===== config.mk =====
export PLATFORM = sky130hd
export DESIGN_NAME = method_descriptor_to_shorty_core
export DESIGN_NICKNAME = d
export VERILOG_FILES = /design/src/rtl/mdts_pkg.sv /design/src/rtl/method_descriptor_to_shorty_core.sv
export SDC_FILE = /design/constraint.sdc
export NUM_CORES = 1
export LEC_CHECK = 0
export BUFFER_PORTS_ARGS = -buffer_cell sky130_fd_sc_hd__buf_2
export CAP_MARGIN = 5
export CORE_ASPECT_RATIO = 1.25
export CORE_MARGIN = 10
export CORE_UTILIZATION = 27
export CTS_BUF_LIST = sky130_fd_sc_hd__clkbuf_8
export DETAILED_ROUTE_END_ITERATION = 16
export SKIP_CTS_REPAIR_TIMING = 1
export SLEW_MARGIN = 20
export SYNTH_ARGS = -nofsm -noshare
export SYNTH_HDL_FRONTEND = slang
export SYNTH_SLANG_ARGS = --single-unit

===== constraint.sdc =====
create_clock -name clk -period 7.9 [get_ports clk]
set_clock_uncertainty 0.1 [all_clocks]
set_input_delay 1.185 -clock clk [delete_from_list [all_inputs] [get_ports clk]]
set_output_delay 1.185 -clock clk [all_outputs]
set_load 0.02 [all_outputs]

===== src/rtl/mdts_pkg.sv =====
// mdts_pkg: constants, widths and character helpers for the method descriptor
// to shorty converter. No dependencies; imported by the core module.

package mdts_pkg;

  // limits of the descriptor grammar
  localparam int MAX_PARAMS     = 63;
  localparam int MAX_ARRAY_DIMS = 255;

  // widths derived from the limits
  localparam int PCNT_W  = $clog2(MAX_PARAMS + 1);
  localparam int IDX_W   = $clog2(MAX_PARAMS);
  localparam int DEPTH_W = $clog2(MAX_ARRAY_DIMS + 2);

  // stream widths
  localparam int CHAR_W      = 8;
  localparam int LETTER_W    = 7;
  localparam int IN_TDATA_W  = 8;
  localparam int OUT_TDATA_W = 8;

  // descriptor characters
  localparam logic [CHAR_W-1:0] CH_LPAREN = 8'h28;
  localparam logic [CHAR_W-1:0] CH_RPAREN = 8'h29;
  localparam logic [CHAR_W-1:0] CH_LBRACK = 8'h5B;
  localparam logic [CHAR_W-1:0] CH_DOT    = 8'h2E;
  localparam logic [CHAR_W-1:0] CH_SEMI   = 8'h3B;
  localparam logic [CHAR_W-1:0] CH_SLASH  = 8'h2F;
  localparam logic [CHAR_W-1:0] CH_V      = 8'h56;
  localparam logic [CHAR_W-1:0] CH_L      = 8'h4C;

  // shorty letter for class and array types
  localparam logic [LETTER_W-1:0] LETTER_L    = 7'h4C;
  localparam logic [LETTER_W-1:0] LETTER_NONE = 7'h00;

  // primitive type letters Z B C S I J F D
  function automatic logic is_prim(input logic [CHAR_W-1:0] c);
    logic r;
    case (c) inside
      8'h5A, 8'h42, 8'h43, 8'h53, 8'h49, 8'h4A, 8'h46, 8'h44: r = 1'b1;
      default: r = 1'b0;
    endcase
    return r;
  endfunction

endpackage


===== src/rtl/method_descriptor_to_shorty_core.sv =====
// method_descriptor_to_shorty_core: grammar check of a method descriptor and
// shorty emission from a parameter letter buffer. Depends on mdts_pkg.
//
// channel | dir | tdata                     | tuser | tlast
// in_     | in  | [7:0] sig_char            | -     | end_of_string
// out_    | out | [6:0] letter, [7] zero    | ok    | last_result
//
// one descriptor character is taken every cycle while parsing
// the final character moves the block into a drain of 1 + param_count results
// (1 on error), one per cycle while out_tready is high; in_tready is low then
// the letter buffer ram has a registered read, hidden by reading one entry ahead
// reset is synchronous and active low; the letter buffer needs no clearing
// a stalled result is held in the output register; the drain waits, parsing does not

module method_descriptor_to_shorty_core (
  input  logic                               clk,
  input  logic                               rst_n,
  input  logic                               in_tvalid,
  output logic                               in_tready,
  input  logic [mdts_pkg::IN_TDATA_W-1:0]    in_tdata,   // [7:0] sig_char
  input  logic                               in_tlast,
  output logic                               out_tvalid,
  input  logic                               out_tready,
  output logic [mdts_pkg::OUT_TDATA_W-1:0]   out_tdata,  // [6:0] letter, [7] zero
  output logic                               out_tuser,  // [0] ok
  output logic                               out_tlast
);

  import mdts_pkg::*;

  typedef enum logic [2:0] {
    PH_OPEN, PH_PARAM, PH_PCLASS, PH_PARRAY, PH_RET, PH_RCLASS, PH_RARRAY, PH_DONE
  } phase_t;

  typedef enum logic {
    S_PARSE, S_DRAIN
  } ctrl_t;

  // parser state
  phase_t               phase_r, phase_nxt;
  logic [DEPTH_W-1:0]   depth_r, depth_nxt;
  logic                 seen_r, seen_nxt;
  logic                 slash_r, slash_nxt;
  logic [PCNT_W-1:0]    pcnt_r, pcnt_nxt;
  logic [LETTER_W-1:0]  ret_r, ret_nxt;
  logic                 failed_r, failed_nxt;

  // letter buffer
  logic [LETTER_W-1:0]  mem [MAX_PARAMS];
  logic                 wr_en;
  logic [LETTER_W-1:0]  wr_letter;
  logic [IDX_W-1:0]     rd_addr;
  logic [LETTER_W-1:0]  rd_data_r;

  // drain control and output register
  ctrl_t                state_r;
  logic                 v_ok_r;
  logic [LETTER_W-1:0]  v_ret_r;
  logic [PCNT_W-1:0]    v_cnt_r;
  logic                 ret_pend_r;
  logic [IDX_W-1:0]     idx_r;
  logic                 out_valid_r;
  logic [LETTER_W-1:0]  out_letter_r;
  logic                 out_ok_r;
  logic                 out_last_r;

  logic                 in_acc;
  logic                 end_acc;
  logic                 slot_free;
  logic                 emit;
  logic                 advance;
  logic                 param_last;
  logic                 verdict_ok;

  assign in_tready  = (state_r == S_PARSE);
  assign in_acc     = in_tvalid && in_tready;
  assign end_acc    = in_acc && in_tlast;
  assign slot_free  = !out_valid_r || out_tready;
  assign emit       = (state_r == S_DRAIN) && slot_free;
  assign param_last = ((PCNT_W'(idx_r) + PCNT_W'(1)) == v_cnt_r);
  assign advance    = emit && !ret_pend_r && !param_last;

  // read one entry ahead so the next letter is ready when the slot frees
  assign rd_addr = advance ? (idx_r + IDX_W'(1)) : idx_r;

  // grammar step on one character
  always_comb begin
    logic [CHAR_W-1:0]   c;
    logic                in_ret;
    logic                fin;
    logic [LETTER_W-1:0] fin_letter;
    c          = in_tdata;
    in_ret     = (phase_r == PH_RET) || (phase_r == PH_RCLASS) || (phase_r == PH_RARRAY);
    fin        = 1'b0;
    fin_letter = LETTER_L;
    phase_nxt  = phase_r;
    depth_nxt  = depth_r;
    seen_nxt   = seen_r;
    slash_nxt  = slash_r;
    pcnt_nxt   = pcnt_r;
    ret_nxt    = ret_r;
    failed_nxt = failed_r;
    wr_en      = 1'b0;
    wr_letter  = LETTER_L;
    if (!failed_r) begin
      unique case (phase_r) inside
        PH_OPEN: begin
          if (c == CH_LPAREN) phase_nxt = PH_PARAM;
          else failed_nxt = 1'b1;
        end
        PH_PARAM, PH_RET: begin
          if (phase_r == PH_PARAM && c == CH_RPAREN) begin
            phase_nxt = PH_RET;
          end else if (is_prim(c) || (in_ret && c == CH_V)) begin
            fin        = 1'b1;
            fin_letter = c[LETTER_W-1:0];
          end else if (c == CH_L) begin
            seen_nxt  = 1'b0;
            slash_nxt = 1'b0;
            phase_nxt = in_ret ? PH_RCLASS : PH_PCLASS;
          end else if (c == CH_LBRACK) begin
            depth_nxt = DEPTH_W'(1);
            phase_nxt = in_ret ? PH_RARRAY : PH_PARRAY;
          end else begin
            failed_nxt = 1'b1;
          end
        end
        PH_PCLASS, PH_RCLASS: begin
          if (c == CH_SEMI) begin
            if (!seen_r || slash_r) failed_nxt = 1'b1;
            else fin = 1'b1;
          end else if (c == CH_LPAREN || c == CH_RPAREN || c == CH_LBRACK || c == CH_DOT) begin
            failed_nxt = 1'b1;
          end else if (c == CH_SLASH) begin
            if (!seen_r || slash_r) failed_nxt = 1'b1;
            seen_nxt  = 1'b1;
            slash_nxt = 1'b1;
          end else begin
            seen_nxt  = 1'b1;
            slash_nxt = 1'b0;
          end
        end
        PH_PARRAY, PH_RARRAY: begin
          if (c == CH_LBRACK) begin
            depth_nxt = depth_r + DEPTH_W'(1);
            if (depth_nxt > DEPTH_W'(MAX_ARRAY_DIMS)) failed_nxt = 1'b1;
          end else if (is_prim(c)) begin
            fin = 1'b1;
          end else if (c == CH_L) begin
            seen_nxt  = 1'b0;
            slash_nxt = 1'b0;
            phase_nxt = in_ret ? PH_RCLASS : PH_PCLASS;
          end else begin
            failed_nxt = 1'b1;
          end
        end
        default: failed_nxt = 1'b1;
      endcase
      // a finished type goes to the return letter or the buffer, or fails the descriptor when the buffer is full
      if (fin) begin
        if (in_ret) begin
          ret_nxt   = fin_letter;
          phase_nxt = PH_DONE;
        end else if (pcnt_r >= PCNT_W'(MAX_PARAMS)) begin
          failed_nxt = 1'b1;
        end else begin
          wr_en     = 1'b1;
          wr_letter = fin_letter;
          pcnt_nxt  = pcnt_r + PCNT_W'(1);
          phase_nxt = PH_PARAM;
        end
      end
    end
  end

  assign verdict_ok = !failed_nxt && (phase_nxt == PH_DONE);

  // parser registers, cleared at the end of each descriptor
  always_ff @(posedge clk) begin
    if (!rst_n || end_acc) begin
      phase_r  <= PH_OPEN;
      depth_r  <= '0;
      seen_r   <= 1'b0;
      slash_r  <= 1'b0;
      pcnt_r   <= '0;
      ret_r    <= LETTER_NONE;
      failed_r <= 1'b0;
    end else if (in_acc) begin
      phase_r  <= phase_nxt;
      depth_r  <= depth_nxt;
      seen_r   <= seen_nxt;
      slash_r  <= slash_nxt;
      pcnt_r   <= pcnt_nxt;
      ret_r    <= ret_nxt;
      failed_r <= failed_nxt;
    end
  end

  // letter buffer ram, one write and one registered read per cycle
  always_ff @(posedge clk) begin
    if (in_acc && wr_en) begin
      mem[pcnt_r[IDX_W-1:0]] <= wr_letter;
    end
    rd_data_r <= mem[rd_addr];
  end

  // drain sequencer and output register
  always_ff @(posedge clk) begin
    if (!rst_n) begin
      state_r     <= S_PARSE;
      ret_pend_r  <= 1'b0;
      idx_r       <= '0;
      out_valid_r <= 1'b0;
    end else begin
      if (out_tready && !emit) out_valid_r <= 1'b0;
      unique case (state_r)
        S_PARSE: begin
          if (end_acc) begin
            state_r    <= S_DRAIN;
            v_ok_r     <= verdict_ok;
            v_ret_r    <= ret_nxt;
            v_cnt_r    <= pcnt_r;
            ret_pend_r <= 1'b1;
            idx_r      <= '0;
          end
        end
        S_DRAIN: begin
          if (slot_free) begin
            out_valid_r <= 1'b1;
            if (ret_pend_r) begin
              ret_pend_r   <= 1'b0;
              out_letter_r <= v_ok_r ? v_ret_r : LETTER_NONE;
              out_ok_r     <= v_ok_r;
              out_last_r   <= !v_ok_r || (v_cnt_r == '0);
              if (!v_ok_r || (v_cnt_r == '0)) state_r <= S_PARSE;
            end else begin
              out_letter_r <= rd_data_r;
              out_ok_r     <= 1'b1;
              out_last_r   <= param_last;
              if (param_last) state_r <= S_PARSE;
              else idx_r <= idx_r + IDX_W'(1);
            end
          end
        end
        default: state_r <= S_PARSE;
      endcase
    end
  end

  assign out_tvalid = out_valid_r;
  assign out_tdata  = {1'b0, out_letter_r};
  assign out_tuser  = out_ok_r;
  assign out_tlast  = out_last_r;

  // the final character always starts a drain
  a_end_starts_drain: assert property (@(posedge clk) disable iff (!rst_n)
    end_acc |=> (state_r == S_DRAIN))
    else $error("final character did not start a drain");

  // an error result is the only result of its descriptor
  a_error_is_last: assert property (@(posedge clk) disable iff (!rst_n)
    (out_valid_r && !out_ok_r) |-> out_last_r)
    else $error("error result not marked last");

  // the buffer index stays below the stored count while draining letters
  a_idx_in_range: assert property (@(posedge clk) disable iff (!rst_n)
    ((state_r == S_DRAIN) && !ret_pend_r) |-> (PCNT_W'(idx_r) < v_cnt_r))
    else $error("drain index beyond parameter count");

  // the parameter count never exceeds the buffer depth
  a_count_bound: assert property (@(posedge clk) disable iff (!rst_n)
    pcnt_r <= PCNT_W'(MAX_PARAMS))
    else $error("parameter count overflow");

  // no character is taken while a drain is running
  a_no_input_in_drain: assert property (@(posedge clk) disable iff (!rst_n)
    (state_r == S_DRAIN) |-> !in_acc)
    else $error("character accepted during drain");

endmodule

After elaboration in Yosys (flattened, before gate mapping)
Memories as Yosys holds them, arrays and structs flattened. A register that Yosys moved wholly into a read port is not among the register bits.
Index checks and enable logic that the tools add are counted.
{ "classes": {"addsub": 3, "n_lt_le_gt_ge": 2, "bitwise_logic": 4, "n_eq_ne": 37, "muxes": 108, "reduce_logical": 43} }
{ "ops": {"columns": ["cell", "n"], "rows": [
  ["$eq 8x7->1 const B", 11],
  ["$mux 7", 12],
  ["$mux 1", 63],
  ["$mux 9", 5],
  ["$mux 3", 14],
  ["$eq 8x6->1 const B", 5],
  ["$mux 6", 5],
  ["$ne 2x2->1 const B", 11],
  ["$pmux 9 s2", 1],
  ["$add 6x1->6 const B", 2],
  ["$eq 3x3->1 const B", 4],
  ["$pmux 6 s2", 1],
  ["$logic_and 1x1->1", 10],
  ["$logic_or 1x1->1", 10],
  ["$add 9x1->9 const B", 1],
  ["$gt 9x8->1 const B", 1],
  ["$pmux 1 s3", 3],
  ["$pmux 3 s3", 1],
  ["$reduce_and 9->1", 1],
  ["$logic_not 1->1", 8],
  ["$reduce_and 8->1", 1],
  ["$reduce_or 8->1", 1],
  ["$eq 3x2->1 const B", 2],
  ["$eq 6x6->1", 1],
  ["other kinds (15)", 23]
]} }
{ "word_totals": {"inputBits": 13, "ram_bits": 441, "n_memories": 1, "out_inout_bits": 12, "ff_bits": 60} }
{ "mem_list": {"columns": ["memory", "words", "width", "rd", "rd_clocked_by_memory_dff", "write_ports", "line_no", "rtl"], "rows": [
  ["mem", 63, 7, 1, 1, 1, "method_descriptor_to_shorty_core.sv:49", "logic [LETTER_W-1:0] mem [MAX_PARAMS];"]
]} }

Logic depth before layout (Yosys ltp)
{ "depth": {"ltp_word": 16, "depth_mapped": 15} }

Worst setup path before layout
No wires, ideal clock.
{ "synth_timing": {"kind": "input port to flip-flop", "start": "input in_tdata[5] in the netlist's numbering", "end": "memory mem[0][1] (data pin)", "required_ns": 6.946, "slack_ns": 0.963, "setup_time_ns": 0.854, "n_path_buf": 1, "arrival_time_ns": 5.983, "path_stages": 7, "path_cell_list": "nor3b_1 > nand3b_1 > nor4_1 > a21oi_1 > or2_2 > buf_2 > nor4_1"} }
{ "synth_via": {"elab_chain_cells": 14} }
{ "synth_lines": {"columns": ["element", "line_no", "rtl"], "rows": [
  ["start, declared", "method_descriptor_to_shorty_core.sv:20", "input logic [mdts_pkg::IN_TDATA_W-1:0] in_tdata,"],
  ["$eq 8x7->1", "method_descriptor_to_shorty_core.sv:114, method_descriptor_to_shorty_core.sv:147", null],
  ["$reduce_or 8->1", "mdts_pkg.sv:38", "case (c) inside"],
  ["$mux 1", "mdts_pkg.sv:38", null],
  ["$mux 1", "method_descriptor_to_shorty_core.sv:112", "if (phase_r == PH_PARAM && c == CH_RPAREN) begin"],
  ["$mux 1", "method_descriptor_to_shorty_core.sv:106", "unique case (phase_r) inside"],
  ["$mux 1", "method_descriptor_to_shorty_core.sv:105", "if (!failed_r) begin"],
  ["$logic_or 1x1->1", "method_descriptor_to_shorty_core.sv:114", "end else if (is_prim(c) || (in_ret && c == CH_V)) begin"],
  ["$mux 7", "method_descriptor_to_shorty_core.sv:114", null],
  ["$mux 7", "method_descriptor_to_shorty_core.sv:112", null],
  ["$mux 7", "method_descriptor_to_shorty_core.sv:106", null],
  ["$mux 7", "method_descriptor_to_shorty_core.sv:164", "end else if (pcnt_r >= PCNT_W'(MAX_PARAMS)) begin"],
  ["$mux 7", "method_descriptor_to_shorty_core.sv:161", "if (in_ret) begin"],
  ["$mux 7 (*)", "method_descriptor_to_shorty_core.sv:160", "if (fin) begin"],
  ["$mux 7 (*)", "method_descriptor_to_shorty_core.sv:105", null],
  ["named net wr_letter[1]", "method_descriptor_to_shorty_core.sv:51", "logic [LETTER_W-1:0] wr_letter;"],
  ["end, declared", "method_descriptor_to_shorty_core.sv:49", null]
]} }
The timed path passes the listed nets; every way through them passes the cells marked *. The select of a mux whose other input is x is not followed.

Final worst setup path
{ "layout_timing": {"start": "register idx_r[1]", "end": "register rd_data_r[5] (read register of mem)"} }
{ "layout_via": {"elab_chain_cells": 5} }
{ "layout_lines": {"columns": ["element", "line_no", "rtl"], "rows": [
  ["start, declared", "method_descriptor_to_shorty_core.sv:61", "logic [IDX_W-1:0] idx_r;"],
  ["start signal, assigned", "method_descriptor_to_shorty_core.sv:241", "else idx_r <= idx_r + IDX_W'(1);"],
  ["$add 6x1->6", "method_descriptor_to_shorty_core.sv:80, method_descriptor_to_shorty_core.sv:84", null],
  ["$eq 6x6->1", "method_descriptor_to_shorty_core.sv:80", "assign param_last = ((PCNT_W'(idx_r) + PCNT_W'(1)) == v_cnt_r);"],
  ["$logic_not 1->1", "method_descriptor_to_shorty_core.sv:81", "assign advance = emit && !ret_pend_r && !param_last;"],
  ["$logic_and 1x1->1", "method_descriptor_to_shorty_core.sv:81", null],
  ["$mux 6 (*)", "method_descriptor_to_shorty_core.sv:84", "assign rd_addr = advance ? (idx_r + IDX_W'(1)) : idx_r;"],
  ["end, declared", "method_descriptor_to_shorty_core.sv:53", "logic [LETTER_W-1:0] rd_data_r;"]
]} }
Mark *: on every way between the ends. The rest lies on a longest branch, timed or not.
A chain may end at the register's enable or synchronous reset.

==> results.cfg <==
[critical_path]
crit_type = flop to flop
crit_fanout = 64
crit_required_ns = 8.38
crit_end = rd_data_r[5]$_DFF_P_
r2r_slack_ns = 2.33
arrival_ns = 6.05
r2r_start = idx_r[1]$_SDFFE_PN0P_
r2r_end = rd_data_r[5]$_DFF_P_
reg2reg_depth = 11
cp-start-kind = flop
crit_start = idx_r[1]$_SDFFE_PN0P_
cp-end-kind = flop

[detailed_routing]
wire_per_inst_um = 19.93
drt-pass1-iter-count = 6
viasPerCell = 4.894
dr.first_iter.drc_count = 1186
vias = 14670
drc = 0
wl_mm = 59.76
ant_nets = 0

[clock_tree]
htreeDepth = 3
cts_tree = yes
clock_sink_count = 508
cts_made_buffers = 82
clk_pin_slew_ns = 0.06
root_buffer = clkbuf_8
clock_latency_ns = 0.68
cts.path.max_buffers = 3

[floorplanning]
die_area_mm2 = 0.09772
core_area_mm2 = 0.08457
io_pins = 25
rows = 119
start_util_pct = 27.31
die_h_um = 347.0
chipWidth_um = 281.6

[cells_and_area]
synthToLayoutAreaGrowth_pct = 13.98
multi_input_area_mm2 = 0.008207
nets = 1867
drive_above_1_share_pct = 13.36
post-route-util_pct = 31.13
ff_latch_area_mm2 = 0.01482
n_fill_cell = 8414

[grt]
grt_max_degree = 65
grt_first_pass_wirelength_mm = 89.97
grt_pass1_vias = 14720
antenna_found_initial = 1
grt-ovfl-total = 0
grtUsageTotal_pct = 12.00

[sta]
timing.final.crit_period_ns = 5.569
slew_headroom_pct = 32.97
hold_slack_ns = 0.3603
setup_viol = 0
slew_violations = 0
period_share_pct = 70.50
setup_tns_ns = 0
grt_setup_unrepaired = no
tightest_slew_ns = 1.005
hold_violations = 0
fmax_ghz = 0.1796

[logic_synthesis]
synth_top_area_share_pct = 60.33
netlist_area_mm2 = 0.02310
syn_inst = 1709
postSynth.asyncResetShare_pct = 0
yosysTopAreaCell = edfxtp_1
ys_ff_latch = 508
yosysWarnings = 0
syn_avg_cell_area_um2 = 13.52
yosysSeqAreaShare_pct = 64.14
synth_edf_count = 464
ys_types = 79
dominantRegCellSynth = edfxtp_1
synth_area_leaders = edfxtp_1 (60%), mux2i_1 (9.0%), mux4_2 (4.2%), dfxtp_1 (3.8%), nand2_1 (3.5%)

[pwr]
leakagePower_nw = 8.178
power_mw = 5.388
powerDensity_mw_per_mm2 = 204.7
peakVddDrop_mv = 0.1001

[run]
max_cap_viol_count = 0

[hold_path]
hold_class = flop to flop

[place]
gp_congestion = 0.8272
io_buffers = 23
place.detailed.hpwl_mm = 38.53

[run_status]
status = completed
-- cell families (layout without fill, tap and decap cells) --
logic type | after synthesis | in the layout | synth area share, %
adder cells (fa/ha/maj) | 4 | 4 | 0.2167
XOR/XNOR | 24 | 24 | 1.073
AND/OR/NAND/NOR | 505 | 505 | 10.17
flip-flops | 508 | 508 | 64.14
other | 2 | 128 | 0.03251
AO/OA/AOI/OAI | 277 | 277 | 8.370
multiplexers | 253 | 253 | 13.37
buffers and inverters | 136 | 210 | 2.622
-- through the flow --
stage | cells | instance area (um^2) | setup slack (ns)
global route | 2998 | 26330 | 2.094
detailed placement | 2855 | 24780 | 2.241
finish | 2998 | 26330 | 2.331
floorplan | 1834 | 23570 | 0.9631
global placement | 2855 | 24770 | 2.219
CTS | 2997 | 26310 | 2.359
-- report_power, final --
part	internal [mW]	switching (mW)
logic	0.104	0.197
registers	2.91	0.0181
clock network	1.11	1.05
total	4.12	1.27
-- critical path: stages, from the launching register on --
cell       delay, ns
dfxtp_4         0.92
ha_4            0.76
xor2_1          0.31
a2111oi_4       0.13
a2111o_2        0.60
xnor2_4         0.61
buf_4           0.75
mux2i_1         0.31
a32oi_1         0.09
a31oi_1         0.19
o211ai_1        0.21
a32o_1          0.30
-- cells in the final DEF, fill, tap and decap left out, drive strengths merged, types with 40 or more instances in the layout --
master and count:
a21oi 40, o21ai 51, nor2 121, nand2 218
buf 53, inv 40, mux4 43, dfxtp 44
mux2i 208, conb 127, clkbuf 93, nand3 49
edfxtp 464, a31oi 63
-- cell usage after synthesis, drive strengths merged (3+ instances only) --
library cell,number
nand2b,12
a211oi,13
nor4,7
xnor2,14
a31o,3
a22o,4
or3,6
o22ai,7
xor2,10
or4,3
o221ai,27
mux2i,208
o21ai,51
buf,46
a2111oi,14
a21oi,40
nand2,218
ha,4
nand3b,7
a21o,7
a32oi,27
a31oi,63
nor2,121
o211ai,3
nor2b,17
nor3,8
or3b,7
nand4,10
nand3,49
mux4,43
inv,14
edfxtp,464
and2,9
nand4b,6
and3,7
or2,8
clkbuf,75
dfxtp,44
nor3b,5
-- how the worst min path moves through the flow --
stage / from / end / cells past startpoint
detailed placement: ret_r[6]$_SDFFE_PP0P_ / ret_r[6]$_SDFFE_PP0P_ / 2
global route: ret_r[3]$_SDFFE_PP0P_ / ret_r[3]$_SDFFE_PP0P_ / 2
CTS: ret_r[6]$_SDFFE_PP0P_ / ret_r[6]$_SDFFE_PP0P_ / 2
global placement: ret_r[3]$_SDFFE_PP0P_ / ret_r[3]$_SDFFE_PP0P_ / 2
floorplan: ret_r[6]$_SDFFE_PP0P_ / ret_r[6]$_SDFFE_PP0P_ / 2
finish: ret_r[6]$_SDFFE_PP0P_ / ret_r[6]$_SDFFE_PP0P_ / 2
-- state kept, by name, summed over array words and instances, names as in the netlist, 3 cells and up --
name / count
depth_r: 9
idx_r: 6
mem: 441
out_letter_r: 7
pcnt_r: 6
phase_r: 3
rd_data_r: 7
ret_r: 7
v_cnt_r: 6
v_ret_r: 7
-- layout make-up --
| class | count | area share [%] |
|---|---|---|
| Tap cell | 1089 | 5.176 |
| Clock inverter | 49 | 0.9696 |
| Timing Repair Buffer | 53 | 1.293 |
| Inverter | 15 | 0.2139 |
| Clock buffer | 93 | 4.862 |
| Multi-Input combinational cell | 1190 | 31.17 |
| Antenna cell | 1 | 0.009506 |
| Sequential cell | 508 | 56.30 |
-- metal layers --
metal  track usage [%]  wire length (um)
met5                 0                 0
met4             6.533              2585
met3             1.604              3571
met2             20.65             29860
met1             14.31             23740
(Power assumes the default switching activity.)
